<file path="config.mk">
export PLATFORM = sky130hd
export DESIGN_NAME = stepper_carriage_homing_controller_top
export DESIGN_NICKNAME = d
export VERILOG_FILES = /design/src/sv/schc_pkg.sv /design/src/sv/schc_step.sv /design/src/sv/stepper_carriage_homing_controller_top.sv
export SDC_FILE = /design/constraint.sdc
export NUM_CORES = 1
export LEC_CHECK = 0
export BUFFER_PORTS_ARGS = -buffer_cell sky130_fd_sc_hd__buf_4
export CORE_AREA = 2 2 147 149
export CTS_CLUSTER_DIAMETER = 150
export CTS_CLUSTER_SIZE = 24
export DETAILED_ROUTE_END_ITERATION = 8
export DIE_AREA = 0 0 149 151
export PLACE_DENSITY_LB_ADDON = 0.2
export SYNTH_ARGS = -nofsm -noshare
export SYNTH_HDL_FRONTEND = slang
export SYNTH_SLANG_ARGS = --single-unit
</file>
<file path="constraint.sdc">
create_clock -name clk_i -period 5 [get_ports clk_i]
set_clock_uncertainty 0.2 [all_clocks]
set_input_delay 0.25 -clock clk_i [delete_from_list [all_inputs] [get_ports clk_i]]
set_output_delay 0.25 -clock clk_i [all_outputs]
set_load 0.03 [all_outputs]
</file>
<file path="src/sv/schc_pkg.sv">
package schc_pkg;

  // Widths of the step counter and of the position register.
  localparam int unsigned PULSE_COUNT_BITS = 24;
  localparam int unsigned POSITION_BITS    = 32;

  // Widths of the ports, fixed by the interface.
  localparam int unsigned MOVE_PULSES_W    = 24;
  localparam int unsigned MAX_POSITION_W   = 23;
  localparam int unsigned REPORT_POS_W     = 32;

  // Reset value of the upper soft limit.
  localparam logic [MAX_POSITION_W-1:0] MAX_POSITION_RESET = '1;

  // Width used to compare the position against the upper soft limit.
  localparam int unsigned LIMIT_CMP_W = (POSITION_BITS > MAX_POSITION_W) ?
                                        POSITION_BITS + 1 : MAX_POSITION_W + 1;

  typedef enum logic [1:0] {
    OP_TICK = 2'd0,
    OP_MOVE = 2'd1,
    OP_HOME = 2'd2,
    OP_STOP = 2'd3
  } op_e;

  typedef enum logic [1:0] {
    DIR_IDLE = 2'd0,
    DIR_FWD  = 2'd1,
    DIR_BACK = 2'd2
  } dir_e;

  // Carriage state carried from one word to the next.
  typedef struct packed {
    logic [PULSE_COUNT_BITS-1:0] pulses_left;
    logic [POSITION_BITS-1:0]    position;
    dir_e                        travel_dir;
    logic                        homed;
    logic                        led;
    logic                        dir_pin;
  } state_t;

  // One incoming word.
  typedef struct packed {
    op_e                      operation;
    logic [MOVE_PULSES_W-1:0] move_pulses;
    logic                     move_forward;
    logic                     endstop;
  } item_t;

  // One result word.
  typedef struct packed {
    logic                    step_pulse;
    logic                    direction_level;
    logic [REPORT_POS_W-1:0] carriage_position;
    logic                    position_reported;
    logic                    moving;
    logic                    is_homed;
    logic                    led_level;
  } result_t;

endpackage

</file>
<file path="src/sv/schc_step.sv">
// Next-state and result logic for one word: command decode, soft limits,
// one step of the position counter and the homing reset at the endstop.
module schc_step (
  input  schc_pkg::state_t                           state_i,
  input  schc_pkg::item_t                            item_i,
  input  logic [schc_pkg::MAX_POSITION_W-1:0]        max_position_i,
  output schc_pkg::state_t                           state_o,
  output schc_pkg::result_t                          result_o
);

  always_comb begin
    schc_pkg::state_t nx;
    logic             stepped;
    logic             reported;
    logic             pos_neg;
    logic             at_low;
    logic             at_high;

    nx       = state_i;
    stepped  = 1'b0;
    reported = 1'b0;

    // Soft limit flags taken from the position before this word.
    pos_neg = state_i.position[schc_pkg::POSITION_BITS-1];
    at_low  = pos_neg || (state_i.position == '0);
    at_high = !pos_neg &&
              (schc_pkg::LIMIT_CMP_W'(state_i.position) >=
               schc_pkg::LIMIT_CMP_W'(max_position_i));

    case (item_i.operation)
      schc_pkg::OP_MOVE: begin
        nx.travel_dir  = item_i.move_forward ? schc_pkg::DIR_FWD : schc_pkg::DIR_BACK;
        nx.pulses_left = schc_pkg::PULSE_COUNT_BITS'(item_i.move_pulses);
        nx.dir_pin     = item_i.move_forward;
      end
      schc_pkg::OP_HOME: begin
        nx.homed       = 1'b0;
        nx.travel_dir  = schc_pkg::DIR_BACK;
        nx.pulses_left = schc_pkg::PULSE_COUNT_BITS'(1);
        nx.dir_pin     = 1'b0;
      end
      schc_pkg::OP_STOP: begin
        nx.pulses_left = '0;
        nx.travel_dir  = schc_pkg::DIR_IDLE;
      end
      default: begin
        if (state_i.travel_dir != schc_pkg::DIR_IDLE) begin
          // Once homed, the soft limits cancel the remaining steps.
          if (state_i.homed) begin
            if (at_low && state_i.travel_dir == schc_pkg::DIR_BACK) begin
              nx.pulses_left = '0;
            end
            if (at_high && state_i.travel_dir == schc_pkg::DIR_FWD) begin
              nx.pulses_left = '0;
            end
          end
          // Issue one step; the count only runs down once homed.
          if (nx.pulses_left != '0) begin
            if (state_i.homed) begin
              nx.pulses_left = nx.pulses_left - schc_pkg::PULSE_COUNT_BITS'(1);
            end
            if (state_i.travel_dir == schc_pkg::DIR_FWD) begin
              nx.position = state_i.position + schc_pkg::POSITION_BITS'(1);
            end else begin
              nx.position = state_i.position - schc_pkg::POSITION_BITS'(1);
            end
            stepped  = 1'b1;
            reported = 1'b1;
          end
          nx.led = item_i.endstop;
          // First endstop hit while unhomed references the carriage.
          if (item_i.endstop && !state_i.homed) begin
            nx.homed = 1'b1;
            if (nx.position != '0) begin
              reported = 1'b1;
            end
            nx.position    = '0;
            nx.pulses_left = '0;
            nx.travel_dir  = schc_pkg::DIR_IDLE;
          end
        end
      end
    endcase

    state_o                    = nx;
    result_o.step_pulse        = stepped;
    result_o.direction_level   = nx.dir_pin;
    result_o.carriage_position =
      schc_pkg::REPORT_POS_W'(signed'(nx.position));
    result_o.position_reported = reported;
    result_o.moving            = (nx.pulses_left != '0);
    result_o.is_homed          = nx.homed;
    result_o.led_level         = nx.led;
  end

endmodule

</file>
<file path="src/sv/stepper_carriage_homing_controller_top.sv">
// A word accepted into the input register passes through the step logic into the output register.
// Throughput: one word per cycle while the output is not stalled; the carriage state is updated as each word advances.
// An input register and an output register part the two channels.
// Reset clears the carriage state, the valid flags and sets the upper soft limit to
// its maximum; no clearing pass is needed.
module stepper_carriage_homing_controller_top (
  input  logic                                  clk_i,
  input  logic                                  rst_ni,
  // Configuration write channel.
  input  logic                                  cfg_valid_i,
  output logic                                  cfg_ready_o,
  input  logic [schc_pkg::MAX_POSITION_W-1:0]   cfg_max_position_i,
  // Input channel.
  input  logic                                  in_valid_i,
  output logic                                  in_stall_o,
  input  logic [1:0]                            operation_i,
  input  logic [schc_pkg::MOVE_PULSES_W-1:0]    move_pulses_i,
  input  logic                                  move_forward_i,
  input  logic                                  endstop_i,
  // Output channel.
  output logic                                  out_valid_o,
  input  logic                                  out_stall_i,
  output logic                                  step_pulse_o,
  output logic                                  direction_level_o,
  output logic signed [schc_pkg::REPORT_POS_W-1:0] carriage_position_o,
  output logic                                  position_reported_o,
  output logic                                  moving_o,
  output logic                                  is_homed_o,
  output logic                                  led_level_o
);

  logic [schc_pkg::MAX_POSITION_W-1:0] max_position_q;
  logic                                in_valid_q, in_valid_d;
  schc_pkg::item_t                     item_q;
  logic                                out_valid_q, out_valid_d;
  schc_pkg::result_t                   result_q, result_d;
  schc_pkg::state_t                    state_q, state_d;
  logic                                in_accept;
  logic                                advance;

  // Configuration is always taken.
  assign cfg_ready_o = 1'b1;

  always_ff @(posedge clk_i or negedge rst_ni) begin
    if (!rst_ni) begin
      max_position_q <= schc_pkg::MAX_POSITION_RESET;
    end else if (cfg_valid_i && cfg_ready_o) begin
      max_position_q <= cfg_max_position_i;
    end
  end

  // A word moves from the input register to the output register when the
  // output register is empty or its word is being taken.
  assign advance    = in_valid_q && (!out_valid_q || !out_stall_i);
  assign in_stall_o = in_valid_q && !advance;
  assign in_accept  = in_valid_i && !in_stall_o;
  assign in_valid_d = in_accept || (in_valid_q && !advance);
  assign out_valid_d = advance || (out_valid_q && out_stall_i);

  // Input register.
  always_ff @(posedge clk_i or negedge rst_ni) begin
    if (!rst_ni) begin
      in_valid_q <= 1'b0;
    end else begin
      in_valid_q <= in_valid_d;
    end
  end

  always_ff @(posedge clk_i) begin
    if (in_accept) begin
      item_q.operation    <= schc_pkg::op_e'(operation_i);
      item_q.move_pulses  <= move_pulses_i;
      item_q.move_forward <= move_forward_i;
      item_q.endstop      <= endstop_i;
    end
  end

  // Step logic for the word in the input register.
  schc_step u_step (
    .state_i        (state_q),
    .item_i         (item_q),
    .max_position_i (max_position_q),
    .state_o        (state_d),
    .result_o       (result_d)
  );

  // Carriage state, updated as the word advances.
  always_ff @(posedge clk_i or negedge rst_ni) begin
    if (!rst_ni) begin
      state_q.pulses_left <= '0;
      state_q.position    <= '0;
      state_q.travel_dir  <= schc_pkg::DIR_IDLE;
      state_q.homed       <= 1'b0;
      state_q.led         <= 1'b0;
      state_q.dir_pin     <= 1'b0;
    end else if (advance) begin
      state_q <= state_d;
    end
  end

  // Output register.
  always_ff @(posedge clk_i or negedge rst_ni) begin
    if (!rst_ni) begin
      out_valid_q <= 1'b0;
    end else begin
      out_valid_q <= out_valid_d;
    end
  end

  always_ff @(posedge clk_i) begin
    if (advance) begin
      result_q <= result_d;
    end
  end

  assign out_valid_o         = out_valid_q;
  assign step_pulse_o        = result_q.step_pulse;
  assign direction_level_o   = result_q.direction_level;
  assign carriage_position_o = signed'(result_q.carriage_position);
  assign position_reported_o = result_q.position_reported;
  assign moving_o            = result_q.moving;
  assign is_homed_o          = result_q.is_homed;
  assign led_level_o         = result_q.led_level;

endmodule

</file>
# After elaboration in Yosys (flattened, before gate mapping)
# Cells that the tools add are included.
# classes
add_sub_neg	3
mul	0
n_div	0
n_lt_le_gt_ge	1
n_eq_ne	5
n_shift	0
muxes	22
bitwise_logic	1
n_reduce_logical	29
# ops
operator	n
$mux W56	3
$mux W24	6
$pmux W24 S3	1
$mux W32	2
$mux W60	1
$mux W59	1
$reduce_bool A24 Y1	2
$add A32 B1 Y32 const B	1
$ge A32 B23 Y1	1
$logic_not A32 Y1	1
$reduce_bool A32 Y1	1
$sub A32 B1 Y32 const B	1
$sub A24 B1 Y24 const B	1
$logic_and A1 B1 Y1	8
$reduce_bool A4 Y1	2
$eq A2 B2 Y1 const B	3
$logic_not A1 Y1	6
$pmux W2 S3	1
$eq A2 B1 Y1 const B	2
$logic_or A1 B1 Y1	4
$mux W1	4
$pmux W1 S2	2
$reduce_or A4 Y1	1
$reduce_and A3 Y1	1
other kinds (5)	5
# totals
reg_bits	152
latchBits	0
ram_bits	0
romBits	0
out_inout_bits	41
elab_cells	81
memories	0

# Logic depth before layout (Yosys ltp)
# Gate-level depths: netlist of the first run.
# depth
ltp_word	17
depth_mapped	20

# By module
# Synthesis of the first run repeated with hierarchy kept, for this count alone.
# hier_totals
cells_unflattened	935
hier_area_um2	9811.9
# by_module_without_submodules
mod	instances	cells_each	area_each_um2
stepper_carriage_homing_controller_top	1	252	5237.5
schc_step	1	683	4574.4

# Worst setup path before layout of the first run
# OpenSTA, ideal clock, no wires.
# synth_timing
kind	register to register
startpoint	register state_q[4] (netlist bit)
endpoint	register result_q (netlist bit moving_o) (data pin)
setup_time_ns	0.272
t_arrival_ns	4.611
t_required_ns	4.528
path_slack_ns	-0.082
stages_incl_launch_ff	18
cell_sequence	dfrtp_1 > nand2b_1 > nor4_1 > o31ai_4 > a21o_1 > clkbuf_1 > nand2_1 > ha_1 > clkbuf_1 > nand2_1 > a21oi_1 > nand3_2 > o41a_1 > a211oi_1 > nand4_1 > nor3_1 > nand4_1 > or4_1
# synth_rtl
item	line	text
start, declared	stepper_carriage_homing_controller_top.sv:37	schc_pkg::state_t state_q, state_d;
start signal, assigned	stepper_carriage_homing_controller_top.sv:97	state_q <= state_d;
end signal, assigned	stepper_carriage_homing_controller_top.sv:112	result_q <= result_d;
end, declared	stepper_carriage_homing_controller_top.sv:36	schc_pkg::result_t result_q, result_d;

==> results of run 1 <==
[final timing paths]
kind | from | endpoint | slack (ns) | cells past startpoint
min reg2reg | state_q[1]$_DFFE_PN0P_ | state_q[1]$_DFFE_PN0P_ | 0.27 | 2
max in group asynchronous | rst_ni | state_q[5]$_DFFE_PN0P_ | 3.35 | 3
max | max_position_q[13]$_DFFE_PN1P_ | moving_o$_DFFE_PP_ | 0.24 | 19
max reg2reg | max_position_q[13]$_DFFE_PN1P_ | moving_o$_DFFE_PP_ | 0.24 | 19
min | cfg_valid_i | max_position_q[4]$_DFFE_PN1P_ | 0.04 | 3
min in group asynchronous | rst_ni | out_valid_o$_DFF_PN0_ | 0.11 | 2
[placed cells by master (no fill, tap or decap), drive strengths merged, types with 7 or more instances in the layout]
| cell type | synthesis | layout |
|---|---|---|
| nand2 | 189 | 189 |
| buf | 10 | 124 |
| o21ai | 100 | 100 |
| edfxtp | 66 | 66 |
| dfrtp | 63 | 63 |
| ha | 59 | 59 |
| a21oi | 56 | 56 |
| dlygate4sd3 | 0 | 55 |
| inv | 45 | 46 |
| nor2 | 45 | 45 |
| clkbuf | 32 | 24 |
| dfstp | 23 | 23 |
| a21o | 18 | 18 |
| xnor2 | 18 | 18 |
| nand3 | 17 | 17 |
| nand2b | 17 | 17 |
| nor3 | 16 | 16 |
| a22o | 14 | 14 |
| nor4 | 13 | 13 |
| o31ai | 13 | 13 |
| a31oi | 11 | 11 |
| a211oi | 11 | 11 |
| nand4 | 10 | 10 |
| or3 | 10 | 10 |
| and3 | 9 | 9 |
| o21bai | 7 | 7 |
| xor2 | 7 | 7 |
| mux2 | 7 | 7 |
| or4 | 7 | 7 |
[registers in the layout, summed over array words and instances (netlist names), 23 cells and up]
name,cells
carriage_position_o,32
item_q,28
state_q,61
max_position_q,23
[what timing repair did]
action | 4_1_cts | 5_1_grt
gates resized for setup | 0 | 6
hold endpoints to repair | 87 | 0
endpoints found under the setup margin | 0 | 1
hold buffers | 55 | 0
[cell type report]
class | instances | area, um^2
Clock buffer | 24 | 472
Sequential cell | 152 | 4160
Multi-Input combinational cell | 746 | 4780
Clock inverter | 8 | 97.6
Timing Repair Buffer | 179 | 1490
Tap cell | 275 | 344
Fill cell | 1877 | 9300
Inverter | 45 | 169
[routing by layer]
| layer | up-vias | part of all wire | track usage |
|---|---|---|---|
| li1 | 3931 | - | - |
| met1 | 3872 | 0.46 | 0.331 |
| met2 | 308 | 0.47 | 0.390 |
| met3 | 40 | 0.057 | 0.0352 |
| met4 | 0 | 0.018 | 0.0743 |
| met5 | - | 0 | 0 |
[cells in the mapped netlist (7+ instances only)]
master	number
nand2b_1	17
nand4_1	10
nor2_1	45
nand2_1	188
a211oi_1	11
dfrtp_1	63
edfxtp_1	66
a22o_1	14
o31ai_1	12
a31oi_1	11
inv_1	44
o21ai_0	98
dfstp_2	23
a21oi_1	54
and3_1	9
ha_1	59
xnor2_1	18
o21bai_1	7
mux2_2	7
nor4_1	12
nand3_1	16
nor3_1	12
or3_1	9
xor2_1	7
clkbuf_1	31
a21o_1	18
[metrics by stage]
| step | utilization | hold WS (ns) | total power [uW] | instances | area [um^2] |
|---|---|---|---|---|---|
| floorplan | - | -0.246 | 4050 | 985 | 9240 |
| global placement | 0.498 | 0.0363 | 4840 | 1342 | 10400 |
| detailed placement | 0.498 | 0.0377 | 4850 | 1342 | 10400 |
| CTS | 0.552 | 0.0311 | 6190 | 1429 | 11500 |
| global route | 0.553 | 0.0853 | 6650 | 1429 | 11500 |
| finish | 0.553 | 0.0385 | 6220 | 1429 | 11500 |
[kinds of logic (layout without fill, tap and decap cells)]
kind of cell             Yosys count  after routing  share of synthesized area
AND/OR/NAND/NOR                  355            355                      0.182
flip-flops                       152            152                      0.451
multiplexers                      10             10                     0.0118
adder cells (fa/ha/maj)           60             60                     0.0821
other                              1              1                   0.000406
AO/OA/AOI/OAI                    295            295                      0.213
XOR/XNOR                          25             25                     0.0237
buffers and inverters             87            256                     0.0366
[worst reg2reg max path: cells and delay by family, from the launching register on]
family	cells	cell delay, ns
and+or+nand+nor	8	1.55
AOI/OAI and AO/OA	6	1.33
buffers and inverters	2	0.22
muxes	1	0.24
DFF	1	0.51
adders and majority gates	2	0.45
[power by group]
group | internal (uW) | switching, uW | leakage, uW
sequential | 1600 | 256 | 0.00171
combinational | 1320 | 1770 | 0.00304
clock | 760 | 505 | 0.000279
==> results by group, run 1 <==
Clock network
  • CTS tree: built
  • Register clock-pin slew on the reported worst setup and hold paths: around 0.060 ns
  • CTS root buffer: clkbuf_16
  • H-tree depth: 4
  • Clock Latency Late Sink: between 0.4 and 0.5 ns
  • CTS Buffer Depth: 2
  • Clk sinks: ~150
  • Post-CTS setup buffer count: 0
  • TritonCTS buffer count: 17

Place
  • GP Congestion: around 0.94
  • Setup slack at placement: approximately 0.21 ns
  • Number of I/O port buffers: 95
  • DP Wirelength: about 18000 um

Logic synthesis
  • Largest cells by area after synthesis: edfxtp_1 (21%), dfrtp_1 (17%), ha_1 (8.0%)
  • Avg Inst Size Synth: around 9.4 um^2
  • Synth Flop Type: edfxtp_1
  • Seq/Total Area, Yosys: 0.451
  • Synth Instances: slightly below 1000
  • Post-synth cell types: just over 80
  • Syn Nets: between 1000 and 1500
  • Post-synth top area cell: edfxtp_1
  • Synth warn: 0
  • EDFF count, synth: 66
  • Cell Area, Synth: 0.00924 mm^2
  • Top-area cell type share of the netlist area: 0.215
  • Asr flop ratio synth: 0.566
  • #FFs+latches synth: roughly 150

Die
  • Die height: approximately 150 um
  • Initial Utilization: 0.444
  • IO Pins: 97
  • Die W: approximately 150 um
  • Die area: roughly 0.022 mm^2
  • Site row count: 53
  • Core area: ~0.021 mm^2

Drt
  • Drt pass-1 iters: 5
  • Routed Antenna Nets: 0
  • DRC viols: 0
  • Vias: 8151
  • Vias per cell: around 5.7
  • Drt wl/cell: around 18 um
  • Total wire length: between 20000 and 30000 um
  • Initial DRC Count: 640

Outcome
  • Status: finished, final reports clean

Setup path
  • Slowest stage delay, CP: just over 0.5 ns
  • Most used cell, CP: nand4_1
  • CP arrival: between 4 and 5 ns
  • Top delay family on crit path: simple AND/OR/NAND/NOR gates
  • Worst Path Required: 4.96 ns
  • CP startpoint kind: flop
  • Max FO, Critical Path: 5
  • Worst path cell trace: inv_1 -> ha_1 -> and4_1 -> nand4_1 -> a2111oi_4 -> o31ai_4 -> a21o_1 -> nand2_1 -> ha_1 -> nand2_1 -> buf_4 -> a211oi_1 -> mux2i_1 -> o31ai_1 -> a41oi_1 -> nand4_1 -> nor3_1 -> nand4_1 -> or4_1
  • Buffers & Inverters on Critical Path: 2
  • Type of the worst setup path: reg -> reg
  • Endpoint class of the critical path: flop
  • Slowest CP cell: dfstp_2

Timing
  • Slew margin rel.: 0.248
  • Min cycle time layout: about 4.8 ns
  • # setup viols final: 0
  • Peak Freq: between 200 and 250 MHz
  • RSZ-0062 raised after global routing: false
  • Slew Viols, Final: 0
  • Least-Margin Pin Slew: ~1.1 ns
  • Setup TNS: 0 ns
  • Final hold violation count: 0
  • Final setup margin: 0.244 ns
  • Final period util: 0.951

GRT
  • Global Route Usage Sum: 0.239
  • Largest net degree at the start of global routing: 66
  • Initial antenna violation count: 0
  • First-pass GRT wire length: around 42000 um
  • Gr ovfl total: 0
  • Number of global-route vias before repair: 7770

Flow run
  • MaxCap Viol Count: 0

Hold path
  • Hold Path Class: in -> reg

Pwr
  • Static leakage: 0.00503 uW
  • Peak supply drop: about 0.00028 V
  • P per Cell Area: ~540 mW/mm^2

Cells and area
  • Layout area overhead: 24.7%
  • Ratio of cells with drive above 1 in the final layout: 0.186
  • Final #Nets: approximately 1300
  • # diodes: 0
Note: power is estimated with default switching activity, not from simulation.
==> run 2, diff against run 1 <==
Settings changed: CTS_BUF_LIST from default to sky130_fd_sc_hd__clkbuf_8 sky130_fd_sc_hd__clkbuf_16.
==> run 2 against run 1 <==
Clock-buffer cell count fell by 5; largest power group unchanged; die area stayed put; sequential power hardly changed; critical path depth unchanged; sequential share of layout area unchanged; global-route usage stayed put; via count decreased by 0.31%; worst hold slack better by 0.0012 ns; non-clock buffer count did not move.
==> results by group, run 2 (synthesis results as in run 1) <==
Timing
  • # setup viols final: 0 (unchanged)
  • Peak Freq: 211 MHz (+0.32%)
  • Least-Margin Pin Slew: 1.12 ns (+0.00150 ns)
  • Final hold violation count: 0 (unchanged)
  • Slew margin rel.: 0.247 (-0.00101)
  • Slew Viols, Final: 0 (unchanged)
  • Setup TNS: 0 ns (unchanged)
  • RSZ-0062 raised after global routing: false
  • Final period util: 0.948 (-0.00304)
  • Min cycle time layout: 4.74 ns (-0.0152 ns)

Drt
  • Total wire length: 26200 um (about the same)
  • Vias: 8126 (-0.31%)
  • Drt wl/cell: 18.4 um (about the same)
  • Routed Antenna Nets: 0 (unchanged)
  • Initial DRC Count: 625 (-2.3%)
  • DRC viols: 0 (unchanged)
  • Drt pass-1 iters: 5 (unchanged)
  • Vias per cell: 5.69 (-0.31%)

Place
  • Area post-placement: 0.0104 mm^2 (unchanged)
  • DP Wirelength: 18400 um (unchanged)
  • Number of I/O port buffers: 95 (unchanged)
  • GP Congestion: 0.939 (unchanged)

Pwr
  • Sw frac: 0.408 (+0.00108)
  • Sequential power share: 0.299 (about the same)
  • Static leakage: 0.00505 uW (+0.41%)
  • P per Cell Area: 540 mW/mm^2 (about the same)
  • Pint: 3680 uW (-0.28%)
  • Combinational power share: 0.499 (about the same)
  • Net Switching: 2540 uW (+0.17%)
  • Clock power share: 0.202 (about the same)
  • Peak supply drop: 0.000275 V (-0.37%)

Clock network
  • Post-CTS setup buffer count: 0 (unchanged)
  • Clk sinks: 152 (unchanged)
  • Register clock-pin slew on the reported worst setup and hold paths: 0.06 ns (about the same)
  • Clock Latency Late Sink: 0.43 ns (about the same)
  • CTS root buffer: clkbuf_16
  • H-tree depth: 4 (unchanged)
  • TritonCTS buffer count: 17 (unchanged)
  • CTS Buffer Depth: 2 (unchanged)
  • CTS tree: built

Die
  • Die W: 149 um (unchanged)
  • Die area: 0.0225 mm^2 (unchanged)
  • Site row count: 53 (unchanged)
  • Die height: 151 um (unchanged)
  • Initial Utilization: 0.444 (unchanged)
  • IO Pins: 97 (unchanged)
  • Core area: 0.0208 mm^2 (unchanged)

Cells and area
  • Max reg flops: 61 (unchanged)
  • Design area: 0.0115 mm^2 (unchanged)
  • Final core occ: 0.553 (unchanged)
  • # diodes: 0 (unchanged)
  • Commonest non-fill, non-tap cell in the layout: nand2_1
  • Top reg by flops: state_q
  • Ratio of cells with drive above 1 in the final layout: 0.186 (unchanged)
  • Final #Nets: 1257 (unchanged)
  • Most frequent cells in the layout: nand2_1 (187), buf_4 (123), o21ai_0 (98), edfxtp_1 (66), dfrtp_1 (62)
  • Layout area overhead: 24.7% (unchanged)

Setup path
  • R2R Path End: moving_o$_DFFE_PP_
  • Buffers & Inverters on Critical Path: 2 (unchanged)
  • CP arrival: 4.70 ns (about the same)
  • Max FO, Critical Path: 5 (unchanged)
  • Type of the worst setup path: reg -> reg
  • Worst path cell trace: inv_1 -> ha_1 -> and4_1 -> nand4_1 -> a2111oi_4 -> o31ai_4 -> a21o_1 -> nand2_1 -> ha_1 -> nand2_1 -> buf_4 -> a211oi_1 -> mux2i_1 -> o31ai_1 -> a41oi_1 -> nand4_1 -> nor3_1 -> nand4_1 -> or4_1
  • Worst Path Required: 4.96 ns (about the same)
  • Slowest stage delay, CP: 0.51 ns (about the same)
  • R2R setup slack: 0.26 ns (+0.02 ns)
  • Worst-case reg-to-reg path depth: 19 (unchanged)
  • Most used cell, CP: nand4_1
  • CP startpoint kind: flop
  • Worst r2r src: max_position_q[13]$_DFFE_PN1P_
  • Top delay family on crit path: simple AND/OR/NAND/NOR gates
  • Slowest CP cell: dfstp_2
  • Endpoint class of the critical path: flop

GRT
  • First-pass GRT wire length: 41700 um (unchanged)
  • Number of global-route vias before repair: 7770 (unchanged)
  • Initial antenna violation count: 0 (unchanged)
  • Global Route Usage Sum: 0.239 (unchanged)
  • Largest net degree at the start of global routing: 66 (unchanged)
  • Gr ovfl total: 0 (unchanged)

Hold path
  • Hold Crit Start: cfg_valid_i
  • Hold endpoint: max_position_q[4]$_DFFE_PN1P_
  • Hold Path Class: in -> reg
  • WHS Path Cells: 3 (unchanged)

Outcome
  • Status: finished, final reports clean

Flow run
  • MaxCap Viol Count: 0 (unchanged)
-- run 2: cell types whose count changed in the layout (fill, tap and decap cells not counted) --
cell / change
inv_1: +5
clkbuf_1: -5
-- run 2: layout make-up --
class / count / area [um^2]
fillers: 1877 / 9300
multi-input cells: 746 / 4780
flip-flops and latches: 152 / 4160
repair buffers: 179 / 1490
clock buffers: 19 / 453
well taps: 275 / 344
inverters: 45 / 169
clock inverters: 13 / 116
-- run 2: stage by stage --
stage	std cells	worst slack, ns	hold WS, ns	power (uW)
after floorplan	985	0.0962	-0.246	4050
after global placement	1342	0.334	0.0363	4840
after detailed placement	1342	0.213	0.0377	4850
after CTS	1429	0.181	0.0311	6180
after global routing	1429	0.00217	0.0850	6640
final	1429	0.259	0.0397	6220
-- run 2: worst min-delay path, delay by kind of cell --
| kind | cells | cell delay, ns |
|---|---|---|
| buffers and inverters | 1 | 0.24 |
| and+or+nand+nor | 1 | 0.10 |
| AOI/OAI and AO/OA | 1 | 0.07 |
-- run 2: metal layers --
layer,track usage,routed length (um)
met5,0,0
met4,0.0743,493
met1,0.331,12100
met2,0.390,12200
met3,0.0352,1470
-- run 2: timing repair --
item	4_1_cts	5_1_grt
resized for setup	0	6
hold buffers	55	0
endpoints found under the hold margin	87	0
endpoints found under the setup margin	0	1
-- run 2: power groups by stage --
stage	Combinational [uW]	Clock (uW)	Sequential [uW]
floorplan	2110	0	1940
global placement	2970	0	1870
detailed placement	2980	0	1870
CTS	3050	1280	1850
global route	3420	1330	1890
finish	3100	1260	1860
-- run 2: worst max path at each step --
stage,from,end,slack (ns),depth (start not counted)
2_1_floorplan,max_position_q[13]$_DFFE_PN1P_,moving_o$_DFFE_PP_,0.1,20
3_3_place_gp,max_position_q[9]$_DFFE_PN1P_,moving_o$_DFFE_PP_,0.33,19
3_5_place_dp,state_q[5]$_DFFE_PN0P_,moving_o$_DFFE_PP_,0.21,19
4_1_cts,max_position_q[13]$_DFFE_PN1P_,moving_o$_DFFE_PP_,0.18,19
5_1_grt,state_q[5]$_DFFE_PN0P_,moving_o$_DFFE_PP_,0.002,19
6_report,max_position_q[13]$_DFFE_PN1P_,moving_o$_DFFE_PP_,0.26,19
==> run 3, diff against run 2 <==
Settings changed: CORE_AREA 2 2 147 149 to 2 2 151 153, DIE_AREA 0 0 149 151 to 0 0 153 155, GPL_TIMING_DRIVEN from default to 1, SYNTH_HIERARCHICAL from default to 1.
==> run 3 against run 2 <==
Maximum frequency shrank 1.7%; largest cell class unchanged; wire length is 0.90% higher; combinational power grew 8.4%; non-clock buffer count decreased by 3; sequential share of layout area fell by 0.67 points; utilization shrank 2.5 points.
==> results by group, run 3 <==
Outcome
  • Status: finished, final reports clean

Place
  • Number of I/O port buffers: 95 (unchanged)
  • GP Congestion: 0.935 (-0.36%)
  • Dpl cells: 1272 (-5.2%)
  • DP Wirelength: 19100 um (+3.6%)

Timing
  • Least-Margin Pin Slew: 0.822 ns (-0.302 ns)
  • Worst hold slack: 0.141 ns (+0.101 ns)
  • RSZ-0062 raised after global routing: false
  • # setup viols final: 0 (unchanged)
  • Final period util: 0.965 (+0.0168)
  • Slew margin rel.: 0.447 (+0.201)
  • Final hold violation count: 0 (unchanged)
  • Slew Viols, Final: 0 (unchanged)
  • Min cycle time layout: 4.82 ns (+0.0838 ns)
  • Peak Freq: 207 MHz (-1.7%)

Clock network
  • H-tree depth: 4 (unchanged)
  • CTS Buffer Depth: 2 (unchanged)
  • Register clock-pin slew on the reported worst setup and hold paths: 0.07 ns (about the same)
  • TritonCTS buffer count: 17 (unchanged)
  • CTS root buffer: clkbuf_16
  • CTS tree: built
  • Clk sinks: 152 (unchanged)
  • Clock Latency Late Sink: 0.42 ns (about the same)

Cells and area
  • Ratio of cells with drive above 1 in the final layout: 0.256 (+0.0695)
  • # diodes: 0 (unchanged)
  • Final core occ: 0.528 (-0.0253)
  • Final cell count without fillers: 1360 (-4.8%)
  • Layout area overhead: 19.6%
  • Commonest non-fill, non-tap cell in the layout: buf_4
  • Most frequent cells in the layout: buf_4 (121), mux2_2 (82), nand2_1 (71), edfxtp_1 (66), dfrtp_1 (63)
  • Max reg flops: 61 (unchanged)
  • Top reg by flops: state_q
  • # fillers: 1996 (+6.3%)
  • Final #Nets: 1177 (-6.4%)

Die
  • Die area: 0.0237 mm^2 (+5.4%)
  • Initial Utilization: 0.441 (-0.00221)
  • Core area: 0.0222 mm^2 (+6.7%)
  • IO Pins: 97 (unchanged)
  • Die height: 155 um (+2.6%)
  • Die W: 153 um (+2.7%)
  • Site row count: 55 (+3.8%)

GRT
  • First-pass GRT wire length: 41500 um (-0.38%)
  • Gr ovfl total: 0 (unchanged)
  • Number of global-route vias before repair: 7730 (-0.51%)
  • Largest net degree at the start of global routing: 50 (-24%)
  • Initial antenna violation count: 0 (unchanged)
  • Global Route Usage Sum: 0.221 (-0.0181)

Pwr
  • Static leakage: 0.00507 uW (+0.48%)
  • P per Cell Area: 545 mW/mm^2 (+0.96%)
  • Peak supply drop: 0.000271 V (-1.6%)

Logic synthesis
  • Top-area cell type share of the netlist area: 0.202 (-0.0126)
  • Synth Instances: 935 (-5.1%)
  • Cell Area, Synth: 0.00981 mm^2 (+6.2%)
  • #FFs+latches synth: 152 (unchanged)
  • Avg Inst Size Synth: 10.5 um^2 (+12%)
  • Syn Nets: 1050 (-4.6%)
  • Post-synth cell types: 86 (+6.2%)
  • Synth warn: 6 (+6)
  • EDFF count, synth: 66 (unchanged)
  • Commonest cells post-synth: mux2_2 (82), nand2_1 (71), edfxtp_1 (66)
  • Synth Flop Type: edfxtp_1
  • Cell with the most instances after synthesis: mux2_2
  • Asr flop ratio synth: 0.566 (unchanged)
  • Post-synth top area cell: edfxtp_1
  • Largest cells by area after synthesis: edfxtp_1 (20%), dfrtp_1 (16%), mux2_2 (9.4%)
  • Seq/Total Area, Yosys: 0.424 (-0.0264)

Setup path
  • Worst-case reg-to-reg path depth: 16 (-3)
  • Type of the worst setup path: reg -> reg
  • CP arrival: 4.77 ns (+0.07 ns)
  • Endpoint class of the critical path: flop
  • CP startpoint kind: flop
  • Max FO, Critical Path: 7 (+2)
  • R2R setup slack: 0.18 ns (-0.08 ns)
  • Worst Path Required: 4.95 ns (about the same)

Drt
  • Vias per cell: 5.85 (+2.9%)
  • Vias: 7957 (-2.1%)
  • Initial DRC Count: 617 (-1.3%)
  • DRC viols: 0 (unchanged)
  • Total wire length: 26500 um (+0.90%)
  • Drt pass-1 iters: 5 (unchanged)
  • Routed Antenna Nets: 0 (unchanged)
  • Drt wl/cell: 19.5 um (+6.0%)

Flow run
  • MaxCap Viol Count: 0 (unchanged)

Hold path
  • Hold Path Class: in -> reg
  • WHS Path Cells: 2 (-1)
-- run 3: through the flow --
step | setup slack, ns | total power [uW] | TNS [ns] | area (um^2)
CTS | 0.0331 | 6380 | 0 | 11700
global placement | 0.163 | 5150 | 0 | 10600
finish | 0.175 | 6390 | 0 | 11700
global route | 0.00100 | 6840 | 0 | 11700
floorplan | 0.0883 | 4460 | 0 | 9820
detailed placement | -0.0330 | 5170 | -0.0330 | 10600
-- run 3: worst paths after layout --
kind / startpoint / to
max in group asynchronous: rst_ni / max_position_q[20]$_DFFE_PN1P_
max: state_q[33]$_DFFE_PN0P_ / moving_o$_DFFE_PP_
min reg2reg: in_valid_q$_DFF_PN0_ / out_valid_o$_DFF_PN0_
max reg2reg: state_q[33]$_DFFE_PN0P_ / moving_o$_DFFE_PP_
min: cfg_valid_i / max_position_q[7]$_DFFE_PN1P_
min in group asynchronous: rst_ni / state_q[28]$_DFFE_PN0P_
-- run 3: routing by layer --
layer / GRT usage / share of wire / up-vias
li1: - / - / 3787
met1: 0.295 / 0.45 / 3866
met2: 0.369 / 0.48 / 258
met3: 0.0304 / 0.045 / 46
met4: 0.0829 / 0.027 / 0
met5: 0 / 0 / -
-- run 3: logic make-up after synthesis --
kind of cell	after synthesis	synth area share
compound gates	222	0.169
xor+xnor	18	0.0161
fa+ha+maj	59	0.0760
buf+inv	113	0.0622
flops	152	0.424
mux	88	0.101
other cells	1	0.000382
simple gates	282	0.151
-- run 3: area by class of cell --
class / instances / area (um^2) / area share
multi-input combinational: 670 / 5070 / 0.432
sequential: 152 / 4160 / 0.355
timing repair buffer: 176 / 1460 / 0.124
clock buffer: 17 / 425 / 0.0362
tap: 285 / 357 / 0.0304
inverter: 45 / 169 / 0.0144
clock inverter: 15 / 91.3 / 0.00778
-- run 3: worst max-delay path: stages, from the launching register on --
cell      delay [ns]
dfrtp_1         0.42
or3_4           0.45
or4_4           0.47
o41ai_4         0.43
a22o_4          0.22
o21ai_2         0.09
nand2_1         0.11
ha_1            0.17
nand3_1         0.14
nor3_2          0.18
nand3_1         0.12
nor4_1          0.19
o31ai_1         0.11
a221o_1         0.33
or4_1           0.57
nor4_2          0.20
nand4b_1        0.14
-- run 3: repair_timing --
action | in CTS | in global routing
hold buffers | 55 | 0
hold endpoints to repair | 96 | 0
resized for setup | 0 | 4
endpoints found under the setup margin | 1 | 1
pin swaps | 1 | 0
setup buffers | 1 | 0
-- run 3: power breakdown --
group	total (uW)	internal, uW	switching (uW)
Sequential	1890	1610	273
Combinational	3360	1440	1920
Clock	1150	626	523
Total	6390	3680	2710
